`src/rtl/loh_pkg.sv`:
```
// Shared types, constants and helper functions for the label overlap histogram.
package loh_pkg;

    localparam int LABEL_COUNT = 16384;
    localparam int COUNT_WIDTH = 32;
    localparam int MAX_LABEL   = 14999;
    localparam int LABEL_W     = (LABEL_COUNT > 1) ? $clog2(LABEL_COUNT) : 1;
    localparam int LAB_LIMIT   = (MAX_LABEL < LABEL_COUNT - 1) ? MAX_LABEL : LABEL_COUNT - 1;
    localparam int CMP_W       = 17;
    localparam int SUM_W       = COUNT_WIDTH + 1;
    localparam int OUT_W       = 32;
    localparam int EXT_W       = OUT_W + COUNT_WIDTH;
    localparam int QDEPTH      = 4;
    localparam int QPTR_W      = $clog2(QDEPTH);

    localparam int IN_DATA_W   = 48;
    localparam int IN_USER_W   = 2;
    localparam int OUT_DATA_W  = 7 * OUT_W;
    localparam int OUT_USER_W  = 1;

    typedef logic [COUNT_WIDTH-1:0] cnt_t;
    typedef logic [LABEL_W-1:0]     idx_t;
    typedef logic [OUT_W-1:0]       out_word_t;

    localparam cnt_t      CNT_MAX = '1;
    localparam out_word_t OUT_MAX = '1;

    typedef enum logic [1:0] {
        MODE_VOXEL = 2'd0,
        MODE_READ  = 2'd1,
        MODE_WRITE = 2'd2
    } mode_t;

    typedef enum logic [2:0] {
        OP_VOXEL,
        OP_SKIP,
        OP_READ,
        OP_WRITE,
        OP_NOP
    } op_t;

    typedef enum logic [1:0] {
        ST_CLEAR,
        ST_IDLE,
        ST_EXEC,
        ST_UNION
    } back_state_t;

    typedef struct packed {
        op_t  op;
        idx_t idx_a;
        idx_t idx_b;
        logic same;
        idx_t tab_idx;
        logic tab_ok;
        logic flag;
    } queue_item_t;

    typedef struct packed {
        logic      skipped;
        out_word_t count_first;
        out_word_t count_second;
        out_word_t count_overlap;
        out_word_t count_union;
        out_word_t total_first;
        out_word_t total_second;
        out_word_t total_overlap;
    } result_t;

    function automatic cnt_t sat_inc(cnt_t v);
        return (v == CNT_MAX) ? v : v + cnt_t'(1);
    endfunction

    function automatic out_word_t clip_out(cnt_t v);
        logic [EXT_W-1:0] ext;
        ext = EXT_W'(v);
        if (ext > EXT_W'(OUT_MAX)) begin
            return OUT_MAX;
        end
        return ext[OUT_W-1:0];
    endfunction

endpackage

```
`src/rtl/loh_front.sv`:
```
// Input side: accepts transactions, checks label ranges and classifies each item.
module loh_front import loh_pkg::*; (
    input  logic                  aclk,
    input  logic                  aresetn,
    input  logic                  s_tvalid,
    output logic                  s_tready,
    input  logic [IN_DATA_W-1:0]  s_tdata,
    input  logic [IN_USER_W-1:0]  s_tuser,
    input  logic                  q_full,
    input  logic                  clearing,
    output logic                  q_push,
    output queue_item_t           q_item
);

    logic [15:0]      first_label;
    logic [15:0]      second_label;
    logic [13:0]      table_label;
    logic             member_flag;
    logic [CMP_W-1:0] first_u;
    logic [CMP_W-1:0] second_u;
    logic             a_ok;
    logic             b_ok;
    logic             ready_reg;

    assign first_label  = s_tdata[15:0];
    assign second_label = s_tdata[31:16];
    assign table_label  = s_tdata[45:32];
    assign member_flag  = s_tdata[46];

    assign first_u  = {1'b0, first_label};
    assign second_u = {1'b0, second_label};
    assign a_ok = !first_label[15] && (first_u <= CMP_W'(LAB_LIMIT));
    assign b_ok = !second_label[15] && (second_u <= CMP_W'(LAB_LIMIT));

    // Hold off while the counter stores are swept after reset.
    always_ff @(posedge aclk) begin
        if (!aresetn) begin
            ready_reg <= 1'b0;
        end else begin
            ready_reg <= !clearing;
        end
    end

    assign s_tready = ready_reg && !clearing && !q_full;
    assign q_push   = s_tvalid && s_tready;

    always_comb begin
        q_item.idx_a   = first_label[LABEL_W-1:0];
        q_item.idx_b   = second_label[LABEL_W-1:0];
        q_item.same    = (first_label[LABEL_W-1:0] == second_label[LABEL_W-1:0]);
        q_item.tab_idx = LABEL_W'(table_label);
        q_item.tab_ok  = (CMP_W'(table_label) < CMP_W'(LABEL_COUNT));
        q_item.flag    = member_flag;
        case (s_tuser)
            MODE_VOXEL: q_item.op = (a_ok && b_ok) ? OP_VOXEL : OP_SKIP;
            MODE_READ:  q_item.op = OP_READ;
            MODE_WRITE: q_item.op = OP_WRITE;
            default:    q_item.op = OP_NOP;
        endcase
    end

endmodule

```
`config.mk`:
```
export PLATFORM = sky130hd
export DESIGN_NAME = loh_front
export DESIGN_NICKNAME = d
export VERILOG_FILES = /design/src/rtl/loh_pkg.sv /design/src/rtl/loh_front.sv
export SDC_FILE = /design/constraint.sdc
export NUM_CORES = 1
export LEC_CHECK = 0
export BUFFER_PORTS_ARGS = -buffer_cell sky130_fd_sc_hd__buf_2
export CAP_MARGIN = 20
export CORE_MARGIN = 3
export CORE_UTILIZATION = 31
export DETAILED_ROUTE_END_ITERATION = 8
export PLACE_DENSITY = 0.94
export SETUP_SLACK_MARGIN = 0.02
export SYNTH_ARGS = -nofsm -noshare
export SYNTH_HDL_FRONTEND = slang
export SYNTH_SLANG_ARGS = --single-unit
```
`constraint.sdc`:
```
create_clock -name aclk -period 3.4 [get_ports aclk]
set_clock_uncertainty 0.1 [all_clocks]
set_input_delay 0.51 -clock aclk [delete_from_list [all_inputs] [get_ports aclk]]
set_output_delay 0.51 -clock aclk [all_outputs]
set_load 0.01 [all_outputs]
```
==> impl_results.md, run 1 <==
- Outcome: complete, no violations
- Cells along the critical path: buf_2 -> or4_4 -> a2111oi_4 -> nor4b_1 -> a221o_1 -> buf_2
- Die area: 2770 sq um
- GRT met3 Usage: 0.00855
- Area growth, synth to finish: 9.48%
- Post-Syn Nets: 141
- GRT Max-Usage Layer: met2
- Netlist cell types: 22
- Initial antenna violation count: 0
- Maximum number of pins on one net before global-route repair: 6
- Tcrit/Tclk final: 0.758
- Final Max Tran Viols: 0
- Initial Util: 0.336
- Hold_buf cts: 0
- Final HPWL DP: 1.59 mm
- M1 GR Usage: 0.112
- Worst slack at placement: 0.828 ns
- Fin worst setup slack: 0.824 ns
- Post-CTS setup buffer count: 0
- Type of the worst min-delay path: in2reg
- Chip width: 52.6 um
- IO Port Bufs: 72
- DRT iter0 DRCs: 3
- Async SR Flop Fraction: 0
- Crit path capture type: primary output
- Io pins: 105
- #FFs+latches synth: 1
- Met2 GRT Util: 0.217
- Global Route Usage Sum: 0.103
- Vias in the first global route: 574
- Core area: 2000 sq um
- Reg clk slew, reported paths: 0 ns
- First-pass GRT wire length: 2.27 mm
- Mean Syn Cell Area: 8.01 sq um
- Leak Pwr: 0.406 nW
- Routed len/inst: 11.9 um
- CTS resizes: 0
- Die Ht: 52.6 um
- Post-synthesis sequential area ratio: 0.0297
- Crit path launch type: input pin
- Net count, final: 171
- Max reg flops: 1
- Synth area leaders: buf_4, xnor2_1, xor2_1
- Vias/cell: 4.30
- DRT Wirelength: 1.66 mm
- Diodes inserted: 0
- Worst hold margin: 0.592 ns
- Slowest stage delay, CP: 0.54 ns
- Peak Freq: 388 MHz
- Fill count: 235
- Crit path top cell by count: buf_2
- Most common cell in the netlist: buf_4
- Fin crit period: 2.58 ns
- Crit Path Class: in2out
- GP Congestion: 0.694
- Fraction of layout cells with a size suffix above 1: 0.661
- Mapped Cells: 84
- Number of synthesized flops with an enable pin: 0
- Initial DRT Pass Iterations: 4
- VDD IR max: 106 uV
- Max_cap viols: 0
- Top cell type's share of synthesized area: 0.491
- Post-Syn Area: 673 sq um
- PwrDens: 140 nW/um^2
- Commonest cells post-synth: buf_4, xnor2_1, xor2_1, nand4_1
- Synth warnings: 0
- Critical Path AT: 1.97 ns
- Post-route setup TNS: 0 ns
- Post-route ant nets: 0
- Final Hold Vio Count: 0
- CP max-delay cell: or4_4
- RSZ-0062 raised after global routing: false
- WP data required: 2.79 ns
- Dominant cell type by area after synthesis: buf_4
- Cell row count: 16
- Post-synth top flop: dfxtp_1
- Setup violations, final: 0
- Total vias in the final route: 598
- DRC violations left: 0
- Crit-path max FO: 2
- Total gr overflow: 0
## power by group
group | switching, mW | internal [mW]
combinational | 0.0457 | 0.0450
clock | 0 | 0
sequential | 0.000105 | 0.0126
total | 0.0458 | 0.0576
## routing by layer
metal / share of wire / wire length, um / vias up
met3: 0.11 / 184 / 2
met1: 0.35 / 588 / 255
met4: 0.0024 / 4 / 0
met5: 0 / 0 / -
li1: - / - / 293
met2: 0.53 / 883 / 48
## worst paths after layout
check	end	slack [ns]	depth (start not counted)	startpoint
max	q_item[45]	0.82	6	s_tdata[14]
min	ready_reg$_SDFF_PN0_	0.59	2	clearing
## cell type report
type	instances	area, sq um	area share
Inverter	2	7.51	0.0102
Multi-Input combinational cell	37	315	0.428
Tap cell	27	33.8	0.0458
Sequential cell	1	20.0	0.0272
Timing Repair Buffer	72	360	0.489
## critical path: cells and delay by family
family          cells  cell delay [ns]
simple gates        2             0.63
buf+inv             2             0.23
compound gates      2             0.59
## cells in the final DEF (no fill, tap or decap), drive strengths merged
| cell type | netlist | routed |
|---|---|---|
| buf | 44 | 72 |
| xnor2 | 10 | 10 |
| xor2 | 4 | 4 |
| nand4 | 3 | 3 |
| inv | 2 | 2 |
| nor2 | 2 | 2 |
| a211o | 2 | 2 |
| a21o | 2 | 2 |
| ha | 2 | 2 |
| or4 | 1 | 1 |
| a2111oi | 1 | 1 |
| o2111a | 1 | 1 |
| nor4b | 1 | 1 |
| a221o | 1 | 1 |
| nor3b | 1 | 1 |
| and2 | 1 | 1 |
| nor4 | 1 | 1 |
| nand3 | 1 | 1 |
| nor3 | 1 | 1 |
| nor2b | 1 | 1 |
| conb | 1 | 1 |
| dfxtp | 1 | 1 |
## through the flow
stage               cells  power, mW  utilization  area [sq um]
floorplan              84     0.0917            -           673
global placement      139      0.104        0.368           737
detailed placement    139      0.105        0.368           737
CTS                   139      0.106        0.368           737
global route          139      0.113        0.368           737
finish                139      0.103        0.368           737
## cells by family after synthesis
kind of cell	share of synthesized area
and+or+nand+nor	0.123
DFF	0.0297
xor gates and xnor gates	0.182
other	0.00557
buffers and inverters	0.502
adders and majority gates	0.0372
AOI/OAI and AO/OA	0.121
No activity file was read; power rests on OpenSTA's default activity.
==> run 2: changes to the inputs <==
--- a/config.mk
+++ b/config.mk
@@ -8,9 +8,9 @@
 export BUFFER_PORTS_ARGS = -buffer_cell sky130_fd_sc_hd__buf_2
 export CAP_MARGIN = 20
 export CORE_MARGIN = 3
-export CORE_UTILIZATION = 31
+export CORE_UTILIZATION = 26
 export DETAILED_ROUTE_END_ITERATION = 8
-export PLACE_DENSITY = 0.94
+export PLACE_DENSITY = 0.85
 export SETUP_SLACK_MARGIN = 0.02
 export SYNTH_ARGS = -nofsm -noshare
 export SYNTH_HDL_FRONTEND = slang
==> constraint.sdc (replaced) <==
create_clock -name aclk -period 2.14 [get_ports aclk]
set_clock_uncertainty 0.1 [all_clocks]
set_input_delay 0.321 -clock aclk [delete_from_list [all_inputs] [get_ports aclk]]
set_output_delay 0.321 -clock aclk [all_outputs]
set_load 0.01 [all_outputs]
==> run 2 against run 1 <==
Combinational power grew 60%. First-iteration DRC count grew to 5.0 times the previous value. Wire length grew 5.5%. Core utilization shrank 5.0 points. Critical path type unchanged. Critical endpoint unchanged. Largest power group unchanged. Highest routed layer unchanged.
==> impl_results.md, run 2 (synthesized netlist as in run 1, its figures left out) <==
- Register area: 20.0 sq um (unchanged)
- Die Ht: 56.9 um (+8.1%)
- Routed len/inst: 12.5 um (+4.7%)
- Cell row count: 17 (+1)
- Non-filler cells in the finished layout: 140 (+0.72%)
- WP data required: 1.72 ns (-1.07 ns)
- Slowest stage delay, CP: 0.54 ns (about the same)
- Hold_buf cts: 0 (unchanged)
- Fin crit period: 2.09 ns
- Fill count: 277 (+18%)
- CP max-delay cell: or4_4
- Crit-path max FO: 2 (unchanged)
- Critical Path AT: 1.67 ns (-0.30 ns)
- Type of the worst min-delay path: in2reg
- Maximum number of pins on one net before global-route repair: 6 (unchanged)
- Die area: 3240 sq um (+17%)
- Diodes inserted: 0 (unchanged)
- GP Congestion: 0.653 (-5.9%)
- Initial antenna violation count: 0 (unchanged)
- Multi-input gate area: 322 sq um (+2.0%)
- Placed cells: 140 (+0.72%)
- Worst setup path end: q_item[45]
- IO Port Bufs: 72 (unchanged)
- Max reg flops: 1 (unchanged)
- Post-CTS setup buffer count: 0 (unchanged)
- Fin worst setup slack: 0.0502 ns (-0.774 ns)
- Final Max Tran Viols: 0 (unchanged)
- CP startpoint: s_tdata[14]
- First-pass GRT wire length: 2.62 mm (+16%)
- PwrDens: 222 nW/um^2 (+58%)
- Total gr overflow: 0 (unchanged)
- Leak Pwr: 0.408 nW (+0.44%)
- Crit path capture type: primary output
- Vias in the first global route: 587 (+2.3%)
- Vias/cell: 4.35 (+1.1%)
- Tcrit/Tclk final: 0.977
- Cells along the critical path: buf_2 -> or4_4 -> a2111oi_4 -> nor4b_2 -> a221o_1 -> buf_2
- DRC violations left: 0 (unchanged)
- Setup violations, final: 0 (unchanged)
- Most frequent cells in the layout: buf_2, xnor2_1, xor2_1
- Crit path top cell by count: buf_2
- Initial Util: 0.288 (-0.0485)
- Reg clk slew, reported paths: 0 ns (unchanged)
- Core area: 2340 sq um (+17%)
- Total vias in the final route: 609 (+1.8%)
- Area growth, synth to finish: 10.6%
- Post-route setup TNS: 0 ns (unchanged)
- Crit path launch type: input pin
- Outcome: complete, no violations
- Post-route ant nets: 0 (unchanged)
- Worst slack at placement: -0.0491 ns (-0.877 ns)
- Net count, final: 171 (unchanged)
- Chip width: 56.9 um (+8.1%)
- Initial DRT Pass Iterations: 4 (unchanged)
- Fraction of layout cells with a size suffix above 1: 0.670 (+0.00893)
- Worst hold margin: 0.400 ns (-0.192 ns)
- Final Hold Vio Count: 0 (unchanged)
- Io pins: 105 (unchanged)
- Crit Path Class: in2out
- RSZ-0062 raised after global routing: true
- DRT Wirelength: 1.75 mm (+5.5%)
- Tot Pwr: 0.165 mW (+60%)
- Global Route Usage Sum: 0.0983 (-0.00511)
- Max_cap viols: 0 (unchanged)
- Commonest non-fill, non-tap cell in the layout: buf_2
- VDD IR max: 103 uV (-3.5%)
- Peak Freq: 479 MHz
- DRT iter0 DRCs: 15 (+12)
-- run 2: critical path: cells and delay by family --
family          cells  cell delay [ns]
simple gates        2             0.62
buf+inv             2             0.24
compound gates      2             0.48
-- run 2: area by class of cell --
cell class              count  share of cell area
inverters                   2              0.0101
multi-input cells          37               0.432
flip-flops and latches      1              0.0269
well taps                  28              0.0471
repair buffers             72               0.484
-- run 2: what timing repair did --
item,in CTS,in global routing
endpoints found under the setup margin,1,1
gates resized for setup,1,0
pin swaps,1,0
-- run 2: metrics by stage --
stage,utilization,cell area (sq um)
floorplan,-,673
global placement,0.316,738
detailed placement,0.316,738
CTS,0.318,744
global route,0.318,744
finish,0.318,744
-- run 2: how the worst min path moves through the flow --
stage,end,depth (start not counted),from,slack [ns]
2_1_floorplan,ready_reg$_SDFF_PN0_,1,clearing,0.29
3_3_place_gp,ready_reg$_SDFF_PN0_,2,clearing,0.40
3_5_place_dp,ready_reg$_SDFF_PN0_,2,clearing,0.40
4_1_cts,ready_reg$_SDFF_PN0_,2,clearing,0.40
5_1_grt,ready_reg$_SDFF_PN0_,2,clearing,0.40
6_report,ready_reg$_SDFF_PN0_,2,clearing,0.40
-- run 2: power breakdown --
| group | switching, mW | internal [mW] |
|---|---|---|
| logic | 0.0728 | 0.0721 |
| registers | 0.000145 | 0.0200 |
| clock network | 0 | 0 |
-- run 2: routing by layer --
layer	share of wire	up-vias	wire length [um]	track usage
li1	-	292	-	-
met1	0.35	266	610	0.113
met2	0.54	47	940	0.189
met3	0.11	4	191	0.0184
met4	0.0057	0	10	0.00993
met5	0	-	0	0
==> run 3: changes to the inputs <==
--- a/config.mk
+++ b/config.mk
@@ -7,10 +7,11 @@
 export LEC_CHECK = 0
 export BUFFER_PORTS_ARGS = -buffer_cell sky130_fd_sc_hd__buf_2
 export CAP_MARGIN = 20
-export CORE_MARGIN = 3
-export CORE_UTILIZATION = 26
+export CELL_PAD_IN_SITES_DETAIL_PLACEMENT = 0
+export CELL_PAD_IN_SITES_GLOBAL_PLACEMENT = 2
+export CORE_UTILIZATION = 10
 export DETAILED_ROUTE_END_ITERATION = 8
-export PLACE_DENSITY = 0.85
+export PLACE_DENSITY = 0.8
 export SETUP_SLACK_MARGIN = 0.02
 export SYNTH_ARGS = -nofsm -noshare
 export SYNTH_HDL_FRONTEND = slang
==> run 3 against run 2 <==
The run now ends with design-rule violations left. Via count increased by 1.5%. Maximum frequency increased by 0.61%. Sequential share of layout area decreased by 0.22 points. Global-route usage decreased by 4.9 points. Flip-flop and latch count unchanged. Critical path depth unchanged. Die area increased by 120%. Design area increased by 9.1%. First-iteration DRC count increased by 33%. Largest power group unchanged.
==> impl_results.md, run 3 (synthesized netlist as in run 1, its figures left out) <==
- Outcome: finished with violations
- Failing checks: design-rule violations
- Post-route ant nets: 0 (unchanged)
- Maximum number of pins on one net before global-route repair: 6 (unchanged)
- Leak Pwr: 0.410 nW (+0.52%)
- Total vias in the final route: 618 (+1.5%)
- Vias/cell: 3.27 (-25%)
- Fill count: 742 (+170%)
- Worst path bufs/invs: 2 (unchanged)
- Max reg flops: 1 (unchanged)
- Max_cap viols: 0 (unchanged)
- Initial DRT Pass Iterations: 6 (+2)
- Tot Pwr: 0.170 mW (+3.1%)
- Final core occ: 0.126 (-0.192)
- Die area: 7060 sq um (+120%)
- CP max-delay cell: or4_4
- Io pins: 105 (unchanged)
- Chip width: 84.0 um (+48%)
- Slowest stage delay, CP: 0.55 ns (about the same)
- Worst slack at placement: -0.0907 ns (-0.0416 ns)
- Cell row count: 29 (+12)
- Peak Freq: 481 MHz (+0.61%)
- Total gr overflow: 0 (unchanged)
- DRT iter0 DRCs: 20 (+5)
- GP Congestion: 0.630 (-3.6%)
- Final Hold Vio Count: 0 (unchanged)
- Initial antenna violation count: 0 (unchanged)
- Crit path capture type: primary output
- Type of the worst min-delay path: in2reg
- Fin worst setup slack: 0.0629 ns (+0.0127 ns)
- Final Max Tran Viols: 0 (unchanged)
- Critical path's top delay family: simple AND/OR/NAND/NOR gates
- First-pass GRT wire length: 2.68 mm (+2.4%)
- Worst hold margin: 0.399 ns (-0.00120 ns)
- RSZ-0062 raised after global routing: true
- PwrDens: 210 nW/um^2 (-5.5%)
- Crit path launch type: input pin
- Post-CTS setup buffer count: 0 (unchanged)
- Tcrit/Tclk final: 0.971 (-0.00592)
- DRT Wirelength: 1.91 mm (+9.1%)
- Hold_buf cts: 0 (unchanged)
- Vias in the first global route: 517 (-12%)
- Fin crit period: 2.08 ns (-0.0127 ns)
- Post-route setup TNS: 0 ns (unchanged)
- Fraction of layout cells with a size suffix above 1: 0.670 (unchanged)
- Diodes inserted: 0 (unchanged)
- WP data required: 1.72 ns (about the same)
- Critical Path AT: 1.66 ns (about the same)
- Core area: 6420 sq um (+170%)
- IO Port Bufs: 72 (unchanged)
- Initial Util: 0.105 (-0.183)
- Cells along the critical path: buf_6 -> or4_4 -> a2111oi_4 -> nor4b_2 -> a221o_1 -> buf_2
- Crit-path max FO: 2 (unchanged)
- Reg clk slew, reported paths: 0 ns (unchanged)
- Crit Path Class: in2out
- Most frequent cells in the layout: buf_2, xnor2_1, xor2_1
- Final HPWL DP: 1.84 mm
- Commonest non-fill, non-tap cell in the layout: buf_2
- Area growth, synth to finish: 20.6%
- Global Route Usage Sum: 0.0488 (-0.0495)
- Routed len/inst: 10.1 um (-19%)
- DRC violations left: 18 (+18)
- Net count, final: 171 (unchanged)
- Die Ht: 84.0 um (+48%)
- Setup violations, final: 0 (unchanged)
- VDD IR max: 88.6 uV (-14%)
[run 3: layout make-up]
cell class	instances	area, sq um	area share
timing repair buffer	72	367	0.451
tap	77	96.3	0.119
inverter	2	7.51	0.00924
multi-input combinational	37	322	0.396
sequential	1	20.0	0.0247
[run 3: through the flow]
| step | area [sq um] | instances |
|---|---|---|
| floorplan | 673 | 84 |
| global placement | 800 | 189 |
| detailed placement | 800 | 189 |
| CTS | 806 | 189 |
| global route | 812 | 189 |
| finish | 812 | 189 |
[run 3: timing repair]
action,CTS,global route
gates resized for setup,1,1
cloned,0,0
setup endpoints to repair,1,1
pin swaps,1,0
[run 3: final timing paths]
kind / startpoint / endpoint / cells after the start
worst max-delay path: s_tdata[14] / q_item[45] / 6
worst min-delay path: clearing / ready_reg$_SDFF_PN0_ / 2
[run 3: per-layer routing]
layer / GRT usage / part of all wire / routed length [um] / vias to the layer above
li1: - / - / - / 293
met1: 0.0579 / 0.40 / 770 / 269
met2: 0.0991 / 0.50 / 952 / 54
met3: 0.00297 / 0.097 / 185 / 2
met4: 0.00157 / 0.0010 / 2 / 0
met5: 0 / 0 / 0 / -
[run 3: power breakdown]
part | switching (mW) | internal, mW
clock | 0 | 0
combinational | 0.0768 | 0.0732
sequential | 0.000206 | 0.0200
