===== config.mk =====
export PLATFORM = sky130hd
export DESIGN_NAME = loh_queue
export DESIGN_NICKNAME = d
export VERILOG_FILES = /design/src/rtl/loh_pkg.sv /design/src/rtl/loh_queue.sv
export SDC_FILE = /design/constraint.sdc
export NUM_CORES = 1
export LEC_CHECK = 0
export ABC_AREA = 1
export BUFFER_PORTS_ARGS = -buffer_cell sky130_fd_sc_hd__buf_2
export CAP_MARGIN = 20
export CORE_MARGIN = 5
export CORE_UTILIZATION = 55
export CTS_CLUSTER_SIZE = 25
export DETAILED_ROUTE_END_ITERATION = 10
export PLACE_DENSITY = 0.86
export SLEW_MARGIN = 20
export SYNTH_ARGS = -nofsm -noshare
export SYNTH_HDL_FRONTEND = slang
export SYNTH_SLANG_ARGS = --single-unit

===== constraint.sdc =====
create_clock -name aclk -period 2.1 [get_ports aclk]
set_input_delay 0.42 -clock aclk [delete_from_list [all_inputs] [get_ports aclk]]
set_output_delay 0.42 -clock aclk [all_outputs]
set_load 0.01 [all_outputs]

===== src/rtl/loh_pkg.sv =====
// Shared types, constants and helper functions for the label overlap histogram.
package loh_pkg;

    localparam int LABEL_COUNT = 16384;
    localparam int COUNT_WIDTH = 32;
    localparam int MAX_LABEL   = 14999;
    localparam int LABEL_W     = (LABEL_COUNT > 1) ? $clog2(LABEL_COUNT) : 1;
    localparam int LAB_LIMIT   = (MAX_LABEL < LABEL_COUNT - 1) ? MAX_LABEL : LABEL_COUNT - 1;
    localparam int CMP_W       = 17;
    localparam int SUM_W       = COUNT_WIDTH + 1;
    localparam int OUT_W       = 32;
    localparam int EXT_W       = OUT_W + COUNT_WIDTH;
    localparam int QDEPTH      = 4;
    localparam int QPTR_W      = $clog2(QDEPTH);

    localparam int IN_DATA_W   = 48;
    localparam int IN_USER_W   = 2;
    localparam int OUT_DATA_W  = 7 * OUT_W;
    localparam int OUT_USER_W  = 1;

    typedef logic [COUNT_WIDTH-1:0] cnt_t;
    typedef logic [LABEL_W-1:0]     idx_t;
    typedef logic [OUT_W-1:0]       out_word_t;

    localparam cnt_t      CNT_MAX = '1;
    localparam out_word_t OUT_MAX = '1;

    typedef enum logic [1:0] {
        MODE_VOXEL = 2'd0,
        MODE_READ  = 2'd1,
        MODE_WRITE = 2'd2
    } mode_t;

    typedef enum logic [2:0] {
        OP_VOXEL,
        OP_SKIP,
        OP_READ,
        OP_WRITE,
        OP_NOP
    } op_t;

    typedef enum logic [1:0] {
        ST_CLEAR,
        ST_IDLE,
        ST_EXEC,
        ST_UNION
    } back_state_t;

    typedef struct packed {
        op_t  op;
        idx_t idx_a;
        idx_t idx_b;
        logic same;
        idx_t tab_idx;
        logic tab_ok;
        logic flag;
    } queue_item_t;

    typedef struct packed {
        logic      skipped;
        out_word_t count_first;
        out_word_t count_second;
        out_word_t count_overlap;
        out_word_t count_union;
        out_word_t total_first;
        out_word_t total_second;
        out_word_t total_overlap;
    } result_t;

    function automatic cnt_t sat_inc(cnt_t v);
        return (v == CNT_MAX) ? v : v + cnt_t'(1);
    endfunction

    function automatic out_word_t clip_out(cnt_t v);
        logic [EXT_W-1:0] ext;
        ext = EXT_W'(v);
        if (ext > EXT_W'(OUT_MAX)) begin
            return OUT_MAX;
        end
        return ext[OUT_W-1:0];
    endfunction

endpackage


===== src/rtl/loh_queue.sv =====
// Short first-in first-out queue between the classifying front and the execution back.
module loh_queue import loh_pkg::*; (
    input  logic        aclk,
    input  logic        aresetn,
    input  logic        push,
    input  queue_item_t push_item,
    input  logic        pop,
    output queue_item_t head,
    output logic        empty,
    output logic        full
);

    queue_item_t       slot_reg [QDEPTH];
    logic [QPTR_W-1:0] wr_ptr_reg;
    logic [QPTR_W-1:0] wr_ptr_next;
    logic [QPTR_W-1:0] rd_ptr_reg;
    logic [QPTR_W-1:0] rd_ptr_next;
    logic [QPTR_W:0]   count_reg;
    logic [QPTR_W:0]   count_next;

    assign empty = (count_reg == '0);
    assign full  = (count_reg == (QPTR_W+1)'(QDEPTH));
    assign head  = slot_reg[rd_ptr_reg];

    always_comb begin
        wr_ptr_next = wr_ptr_reg;
        rd_ptr_next = rd_ptr_reg;
        count_next  = count_reg;
        if (push) begin
            wr_ptr_next = (wr_ptr_reg == QPTR_W'(QDEPTH - 1)) ? '0 : wr_ptr_reg + 1'b1;
        end
        if (pop) begin
            rd_ptr_next = (rd_ptr_reg == QPTR_W'(QDEPTH - 1)) ? '0 : rd_ptr_reg + 1'b1;
        end
        if (push && !pop) begin
            count_next = count_reg + 1'b1;
        end else if (pop && !push) begin
            count_next = count_reg - 1'b1;
        end
    end

    always_ff @(posedge aclk) begin
        if (!aresetn) begin
            wr_ptr_reg <= '0;
            rd_ptr_reg <= '0;
            count_reg  <= '0;
        end else begin
            wr_ptr_reg <= wr_ptr_next;
            rd_ptr_reg <= rd_ptr_next;
            count_reg  <= count_next;
        end
    end

    always_ff @(posedge aclk) begin
        if (push) begin
            slot_reg[wr_ptr_reg] <= push_item;
        end
    end

endmodule


==> results of run 1 <==
[Yosys cell counts, types with 2 or more instances]
cell type	count	area share (%)
a21oi_1	3	0.20
buf_12	2	0.52
buf_2	8	0.52
buf_4	4	0.39
buf_6	6	0.88
clkbuf_1	4	0.20
clkbuf_2	5	0.33
clkbuf_4	2	0.20
dfxtp_1	9	2.4
edfxtp_1	192	76
ha_1	6	0.98
inv_1	14	0.69
nand2_1	8	0.39
nor2_1	94	4.6
nor2_2	10	0.82
nor3_1	4	0.26
o21ai_0	90	5.9
o21ai_1	9	0.59
o22ai_1	48	3.9
[metal layers]
| layer | share of wire, % | track usage, % | vias to the layer above |
|---|---|---|---|
| met4 | 0.96 | 3.56 | 2 |
| met5 | 0.056 | 0 | - |
| li1 | - | - | 2210 |
| met2 | 52 | 33.8 | 189 |
| met3 | 7.7 | 4.21 | 19 |
| met1 | 39 | 24.9 | 2388 |
[power breakdown]
part	switching (W)	internal [W]	total, W
registers	0.0000649	0.00458	0.00464
clock network	0.00140	0.00208	0.00348
logic	0.000668	0.000462	0.00113
total	0.00213	0.00712	0.00925
[per-stage QoR]
| step | setup WS [ns] | power, W | hold slack (ns) |
|---|---|---|---|
| 6_report | -0.00953 | 0.00925 | 0.159 |
| 3_3_place_gp | 0.351 | 0.00556 | 0.501 |
| 3_5_place_dp | 0.277 | 0.00560 | 0.542 |
| 4_1_cts | -0.00427 | 0.00911 | 0.144 |
| 5_1_grt | -0.0681 | 0.00960 | 0.147 |
| 2_1_floorplan | 0.169 | 0.00522 | 0.490 |
[repair_timing]
item                                    CTS  global route
resized for setup                        27            96
setup buffers                             2             6
endpoints found under the setup margin   45            34
cloned                                    2            10
hold buffers                              0             0
pin swaps                                 3            17
[kinds of logic after synthesis]
kind of cell             share of synthesized area, %
AO/OA/AOI/OAI                                    10.6
AND/OR/NAND/NOR                                  6.24
buffers and inverters                            3.90
adder cells (fa/ha/maj)                          1.25
flip-flops                                       77.9
XOR/XNOR                                        0.115
[placed cells by master (no fill, tap or decap), drive strengths merged, types with 6 or more instances in the layout]
cell,count
ha,6
o22ai,48
clkinv,7
edfxtp,192
nor2,104
clkbuf,34
inv,16
nand2,8
o21ai,99
dfxtp,9
buf,125
[layout make-up]
cell class | count | area [sq um]
timing repair inverter | 2 | 27.5
inverter | 16 | 91.3
tap | 180 | 225
timing repair buffer | 134 | 1120
clock buffer | 25 | 541
clock inverter | 11 | 113
sequential | 201 | 5950
multi-input combinational | 276 | 1590
fill | 909 | 4120
[how the worst max path moves through the flow]
stage	endpoint	slack (ns)	cells past startpoint
finish	head[28]	-0.01	6
floorplan	slot_reg[3][0]	0.17	3
CTS	head[19]	-0.004	5
global placement	head[8]	0.35	4
detailed placement	head[47]	0.28	4
global route	head[40]	-0.07	6
==> reports/qor.txt, run 1 <==
1st-pass router iterations = 5
Final Slew Violations = 0
Max Clk Rate = 0.474 GHz
setup TNS = -0.0217 ns
vias in the first global route = 4650
slew of the pin with the lowest slew margin = 0.315 ns
post-route ant nets = 0
CTS tree = yes
Ports = 102
path category of the worst min-delay check = in -> reg
Top cell by count, worst path = buf_4
total congestion overflow = 0
endpoints failing hold = 0
Worst Setup Path Type = reg -> out
Seq cells post-synth = 201
Worst path max stage delay = 0.36 ns
post-synthesis sequential area ratio = 77.9%
Residual DRC = 0
die area = 0.0163 sq mm
CTS clk-pin slew, worst paths = 0.06 ns
Worst Path Buf+Inv = 4
Synth cell types = 25
FF-to-FF path depth = 4
skew final = 0.00785 ns
Routed wire per std cell = 21.1 microns
Layout area overhead = 26.5%
antenna violations before repair = 1
overall routed net length = 17800 microns
# diodes = 0
power density over the cells = 958 mW/mm^2
# clock sinks = 201
worst vdd ir = 0.557 mV
Critical Path RT = 1.68 ns
final cell count without fillers = 845
reg2reg end = slot_reg[3][5]
unrepaired setup endpoints after global routing = true
CTS Buffer Depth = 3
row count = 43
Die X = 128 microns
cells after synthesis = 524
Via density = 5.69
Final Setup Violations = 3
CP delay by family, top = buffers and inverters
yosys warns = 0
fin util = 70.1%
fin crit period = 2.11 ns
Post-DP HPWL = 9090 microns
Synth Net Count = 583
worst reg2reg startpoint = wr_ptr_reg[0]
gr usage total = 19.2%
core area = 0.0138 sq mm
DP Cell Count = 789
Final WS setup = -0.00953 ns
hold endpoint = slot_reg[2][35]
H-tree level count = 1
HP Start = push_item[35]
slowest library cell on the worst path = dfxtp_4
pin count of the biggest net entering global routing = 49
flop2flop setup slack = 0.72 ns
Leak = 3.48 nW
area post-placement = 0.00833 sq mm
CP Capture Type = primary output
first-pass GRT wire length = 24500 microns
cts bufs inserted = 20
final period utilization = 100%
Clock Latency Late Sink = 0.47 ns
Worst setup SP type = flip-flop
post-synth design cell area = 0.00763 sq mm
violation count after the first detailed-route iteration = 415
chip height = 128 microns
design area = 0.00966 sq mm
Worst Path Arrival = 1.69 ns
Post-Syn Area per Cell = 14.6 sq um
port bufs = 101
failing checks = negative setup slack
outcome = finished with violations
vias post-DR = 4808
Hold Path Stages = 1
async set-reset flop share out of synthesis = 0%
Starting Density = 55.4%
worst-path maximum fanout = 18
Slew HR = 79.0%
EDFF count, synth = 192
Max-Cap Viols = 0
Final nets = 710
share of cells above drive strength 1 = 33.8%
max reg flops = 192
GP Congestion = 0.767
top_reg_cell synth = edfxtp_1
critical-path cell list = buf_4 -> buf_4 -> clkinv_8 -> o21ai_0 -> o22ai_1 -> buf_2
CTS root buffer = clkbuf_16
(Power assumes the default switching activity.)
==> run 2: changes to the inputs <==
==> constraint.sdc (replaced) <==
create_clock -name aclk -period 2.2 [get_ports aclk]
set_input_delay 0.44 -clock aclk [delete_from_list [all_inputs] [get_ports aclk]]
set_output_delay 0.44 -clock aclk [all_outputs]
set_load 0.01 [all_outputs]
==> run 2 against run 1 <==
Effect of this change: critical endpoint is now head[47]; register-to-register slack got worse by 0.08 ns; cell area shrank 7.4%; die area unchanged; sequential share of layout area increased by 4.9 points; non-clock buffer count is 14 lower; the flow now finishes without violations; count of clock-buffer cells in the layout up 3; critical path type unchanged; utilization shrank 5.2 points; power fell by 11%.
==> reports/qor.txt, run 2 (synthesis gave the netlist of run 1 again) <==
port bufs = 101 (unchanged)
# diodes = 0 (unchanged)
# clock sinks = 201 (unchanged)
Final Slew Violations = 0 (unchanged)
Residual DRC = 0 (unchanged)
CP Capture Type = primary output (unchanged)
slew of the pin with the lowest slew margin = 0.489 ns (was 0.315 ns)
Final Setup Violations = 0 (was 3)
worst-path maximum fanout = 30 (was 18)
total congestion overflow = 0 (unchanged)
worst reg2reg startpoint = wr_ptr_reg[0] (unchanged)
antenna violations before repair = 1 (unchanged)
Critical Path RT = 1.76 ns (was 1.68 ns)
endpoints failing hold = 0 (unchanged)
postcts setup bufs = 0 (was 2)
skew final = 0.00825 ns (was 0.00785 ns)
setup TNS = 0 ns (was -0.0217 ns)
max reg flops = 192 (unchanged)
CTS tree = yes (unchanged)
Leak = 3.21 nW (was 3.48 nW)
Worst Path Arrival = 1.71 ns (was 1.69 ns)
vias post-DR = 4648 (was 4808)
vias in the first global route = 4840 (was 4650)
core area = 0.0138 sq mm (unchanged)
Layout area overhead = 17.2% (was 26.5%)
gr usage total = 18.9% (was 19.2%)
first-pass GRT wire length = 24500 microns (unchanged)
Via density = 5.62 (was 5.69)
violation count after the first detailed-route iteration = 334 (was 415)
reg2reg end = slot_reg[0][18] (was slot_reg[3][5])
Setup WS pre-CTS = 0.400 ns (was 0.277 ns)
H-tree level count = 1 (unchanged)
Max Clk Rate = 0.466 GHz
1st-pass router iterations = 5 (unchanged)
CTS root buffer = clkbuf_16 (unchanged)
GP Congestion = 0.746 (was 0.767)
area of the multi-input gates = 0.00139 sq mm (was 0.00159 sq mm)
Starting Density = 55.4% (unchanged)
CTS Buffer Depth = 3 (unchanged)
Clock Latency Late Sink = 0.47 ns (about the same)
share of cells above drive strength 1 = 24.7% (was 33.8%)
outcome = complete, no violations (was finished with violations)
critical-path cell list = buf_6 -> o21ai_0 -> o22ai_1 -> buf_2 (was buf_4 -> buf_4 -> clkinv_8 -> o21ai_0 -> o22ai_1 -> buf_2)
Post-DP HPWL = 9670 microns (was 9090 microns)
pin count of the biggest net entering global routing = 46 (was 49)
post-route ant nets = 0 (unchanged)
design area = 0.00894 sq mm (was 0.00966 sq mm)
commonest non-fill, non-tap cell in the layout = edfxtp_1 (unchanged)
Worst setup SP type = flip-flop (unchanged)
CTS clk-pin slew, worst paths = 0.06 ns (about the same)
WHS = 0.180 ns (was 0.159 ns)
flop2flop setup slack = 0.64 ns (was 0.72 ns)
final period utilization = 97.6%
path category of the worst min-delay check = in -> reg (unchanged)
row count = 43 (unchanged)
overall routed net length = 15400 microns (was 17800 microns)
Worst path max stage delay = 0.44 ns (was 0.36 ns)
FF-to-FF path depth = 5 (was 4)
worst vdd ir = 0.660 mV (was 0.557 mV)
Worst Setup Path Type = reg -> out (unchanged)
fin crit period = 2.15 ns
Die X = 128 microns (unchanged)
slowest library cell on the worst path = dfxtp_4 (unchanged)
die area = 0.0163 sq mm (unchanged)
crit path capture = head[47] (was head[28])
Routed wire per std cell = 18.7 microns (was 21.1 microns)
Final nets = 694 (was 710)
area post-placement = 0.00833 sq mm (about the same)
cts bufs inserted = 20 (unchanged)
Max-Cap Viols = 0 (unchanged)
chip height = 128 microns (unchanged)
power density over the cells = 924 mW/mm^2 (was 958 mW/mm^2)
commonest non-fill, non-tap cells in the layout = 192 x edfxtp_1, 101 x buf_2, 94 x nor2_1 (was 192 x edfxtp_1, 101 x buf_2, 79 x nor2_1)
fillers = 1011 (was 909)
Reg area = 0.00595 sq mm (unchanged)
unrepaired setup endpoints after global routing = true (unchanged)
Final WS setup = 0.0521 ns (was -0.00953 ns)
Ports = 102 (unchanged)
Slew HR = 67.4% (was 79.0%)
# hold bufs at CTS = 0 (unchanged)
run 2: repair_timing:
item,CTS,global route
hold endpoints to repair,0,0
resized for setup,5,7
pin swaps,0,0
endpoints found under the setup margin,23,29
run 2: power by group:
part	switching [W]	total [W]	internal, W
clock network	0.00126	0.00299	0.00174
registers	0.0000610	0.00443	0.00437
logic	0.000532	0.000841	0.000309
total	0.00185	0.00827	0.00641
run 2: worst min-delay path by stage:
| stage | slack [ns] | endpoint | depth (start not counted) | startpoint |
|---|---|---|---|---|
| 5_1_grt | 0.17 | slot_reg[3][27] | 1 | push_item[27] |
| 4_1_cts | 0.17 | slot_reg[1][8] | 1 | push_item[8] |
| 6_report | 0.18 | slot_reg[2][34] | 1 | push_item[34] |
| 3_5_place_dp | 0.54 | wr_ptr_reg[1] | 2 | wr_ptr_reg[1] |
| 3_3_place_gp | 0.50 | wr_ptr_reg[1] | 2 | wr_ptr_reg[1] |
| 2_1_floorplan | 0.49 | wr_ptr_reg[1] | 2 | wr_ptr_reg[1] |
run 2: through the flow:
step	instances	utilization (%)	total power [W]
global placement	793	60.5	0.00531
CTS	827	64.8	0.00834
global route	827	64.9	0.00862
finish	827	64.9	0.00827
floorplan	524	-	0.00499
detailed placement	793	60.5	0.00535
run 2: critical path, delay by kind of cell (launching register included):
kind / cells / cell delay, ns
AO/OA/AOI/OAI: 2 / 0.36
flip-flops: 1 / 0.44
buffers and inverters: 2 / 0.43
run 2: layout make-up:
| type | instances | area share, % |
|---|---|---|
| multi-input combinational | 276 | 15.6 |
| clock inverter | 6 | 0.266 |
| tap | 180 | 2.52 |
| timing repair buffer | 120 | 8.06 |
| clock buffer | 28 | 6.17 |
| sequential | 201 | 66.6 |
| inverter | 16 | 0.881 |
run 2: per-layer routing:
layer | wire, microns | vias up | global-route usage, %
met1 | 6220 | 2282 | 24.3
met2 | 7820 | 170 | 33.3
met5 | 7 | - | 0
met4 | 131 | 2 | 3.62
met3 | 1270 | 17 | 4.17
li1 | - | 2177 | -
==> run 3: changes to the inputs <==
--- a/config.mk
+++ b/config.mk
@@ -13,6 +13,7 @@
 export CTS_CLUSTER_SIZE = 25
 export DETAILED_ROUTE_END_ITERATION = 10
 export PLACE_DENSITY = 0.86
+export REMOVE_ABC_BUFFERS = 1
 export SLEW_MARGIN = 20
 export SYNTH_ARGS = -nofsm -noshare
 export SYNTH_HDL_FRONTEND = slang
==> run 3 against run 2 <==
Effect of this change: non-clock buffer count up 15; global-route usage down 0.34 points; combinational power up 19%; via count up 1.9%; first-iteration DRC count up 14%; cell count up 2.2%; highest routed layer is now met4.
==> reports/qor.txt, run 3 (synthesis gave the netlist of run 1 again) <==
outcome = complete, no violations (unchanged)
final period utilization = 99.9% (was 97.6%)
slowest library cell on the worst path = dfxtp_4 (unchanged)
Routed wire per std cell = 19.5 microns (was 18.7 microns)
max reg flops = 192 (unchanged)
Max-Cap Viols = 0 (unchanged)
Worst Path Arrival = 1.76 ns (was 1.71 ns)
fin crit period = 2.20 ns (was 2.15 ns)
Slew HR = 67.5% (was 67.4%)
total congestion overflow = 0 (unchanged)
final cell count without fillers = 845 (was 827)
Worst setup SP type = flip-flop (unchanged)
CTS clk-pin slew, worst paths = 0.06 ns (about the same)
antenna violations before repair = 0 (was 1)
first-pass GRT wire length = 23900 microns (was 24500 microns)
share of cells above drive strength 1 = 31.1% (was 24.7%)
commonest non-fill, non-tap cells in the layout = 192 x edfxtp_1, 101 x buf_2, 94 x nor2_1 (unchanged)
CP Capture Type = primary output (unchanged)
Final Slew Violations = 0 (unchanged)
CTS Buffer Depth = 3 (unchanged)
Leak = 3.41 nW (was 3.21 nW)
commonest non-fill, non-tap cell in the layout = edfxtp_1 (unchanged)
Residual DRC = 0 (unchanged)
Worst path max stage delay = 0.43 ns (was 0.44 ns)
Critical Path RT = 1.76 ns (about the same)
Post-DP HPWL = 9340 microns (was 9670 microns)
Clock Latency Late Sink = 0.48 ns (was 0.47 ns)
worst-path maximum fanout = 31 (was 30)
die area = 0.0163 sq mm (unchanged)
row count = 43 (unchanged)
endpoints failing hold = 0 (unchanged)
setup TNS = 0 ns (unchanged)
# clock sinks = 201 (unchanged)
Final Setup Violations = 0 (unchanged)
# diodes = 0 (unchanged)
CTS root buffer = clkbuf_16 (unchanged)
overall routed net length = 16500 microns (was 15400 microns)
Final nets = 710 (was 694)
GP Congestion = 0.731 (was 0.746)
violation count after the first detailed-route iteration = 382 (was 334)
gr usage total = 18.5% (was 18.9%)
worst vdd ir = 0.585 mV (was 0.660 mV)
pin count of the biggest net entering global routing = 44 (was 46)
CTS tree = yes (unchanged)
area post-placement = 0.00830 sq mm (was 0.00833 sq mm)
Die X = 128 microns (unchanged)
power density over the cells = 913 mW/mm^2 (was 924 mW/mm^2)
core area = 0.0138 sq mm (unchanged)
DP Cell Count = 792 (was 793)
post-route ant nets = 0 (unchanged)
cts bufs inserted = 20 (unchanged)
port bufs = 101 (unchanged)
Starting Density = 55.4% (unchanged)
path category of the worst min-delay check = in -> reg (unchanged)
vias in the first global route = 4761 (was 4840)
1st-pass router iterations = 5 (unchanged)
Max Clk Rate = 0.455 GHz (was 0.466 GHz)
unrepaired setup endpoints after global routing = true (unchanged)
critical-path cell list = buf_12 -> clkinv_16 -> buf_16 -> o21ai_1 -> o22ai_1 -> buf_2 (was buf_6 -> o21ai_0 -> o22ai_1 -> buf_2)
Via density = 5.61 (was 5.62)
Layout area overhead = 23.3% (was 17.2%)
H-tree level count = 1 (unchanged)
design area = 0.00941 sq mm (was 0.00894 sq mm)
slew of the pin with the lowest slew margin = 0.487 ns (was 0.489 ns)
skew final = 0.00745 ns (was 0.00825 ns)
chip height = 128 microns (unchanged)
vias post-DR = 4737 (was 4648)
Ports = 102 (unchanged)
Worst Setup Path Type = reg -> out (unchanged)
## run 3: path summary, 6_finish.rpt
check,slack [ns],from,to,cells past startpoint
min,0.18,push_item[45],slot_reg[2][45],1
max,0.001,flip-flop,head[17],6
max reg2reg,0.69,wr_ptr_reg[0],slot_reg[3][20],4
min reg2reg,0.54,wr_ptr_reg[1],wr_ptr_reg[1],2
## run 3: area by class of cell
| type | instances | area (sq um) |
|---|---|---|
| Clock buffer | 25 | 541 |
| Sequential cell | 201 | 5950 |
| Timing Repair inverter | 1 | 11.3 |
| Multi-Input combinational cell | 276 | 1500 |
| Timing Repair Buffer | 135 | 1010 |
| Fill cell | 948 | 4360 |
| Clock inverter | 11 | 78.8 |
| Tap cell | 180 | 225 |
| Inverter | 16 | 86.3 |
## run 3: per-layer routing
layer / track usage, % / wire length (microns)
met1: 23.7 / 6590
met2: 32.4 / 8520
met3: 3.96 / 1130
met4: 4.68 / 255
met5: 0 / 0
## run 3: repair_timing
action / in CTS / in global routing
setup buffers: 2 / 9
gates resized for setup: 7 / 83
hold buffers: 0 / 0
setup endpoints to repair: 40 / 30
cloned: 0 / 6
pin swaps: 0 / 22
hold endpoints to repair: 0 / 0
## run 3: critical path: cells and delay by family (launching register included)
kind / cells / cell delay [ns]
buffers and inverters: 4 / 0.57
AO/OA/AOI/OAI: 2 / 0.28
flip-flops: 1 / 0.43
## run 3: per-stage QoR
stage | utilization, % | hold WS [ns] | power [W] | setup slack, ns
global placement | 60.2 | 0.501 | 0.00529 | 0.424
floorplan | - | 0.490 | 0.00492 | -0.905
detailed placement | 60.2 | 0.533 | 0.00534 | 0.345
finish | 68.3 | 0.177 | 0.00859 | 0.00144
global route | 68.3 | 0.167 | 0.00889 | -0.0762
CTS | 65.0 | 0.161 | 0.00849 | -0.0153
## run 3: power breakdown
part / switching, W / leakage (nW) / total, W / internal, W
clock: 0.00130 / 0.306 / 0.00316 / 0.00186
combinational: 0.000599 / 1.27 / 0.00100 / 0.000402
sequential: 0.0000583 / 1.84 / 0.00443 / 0.00437
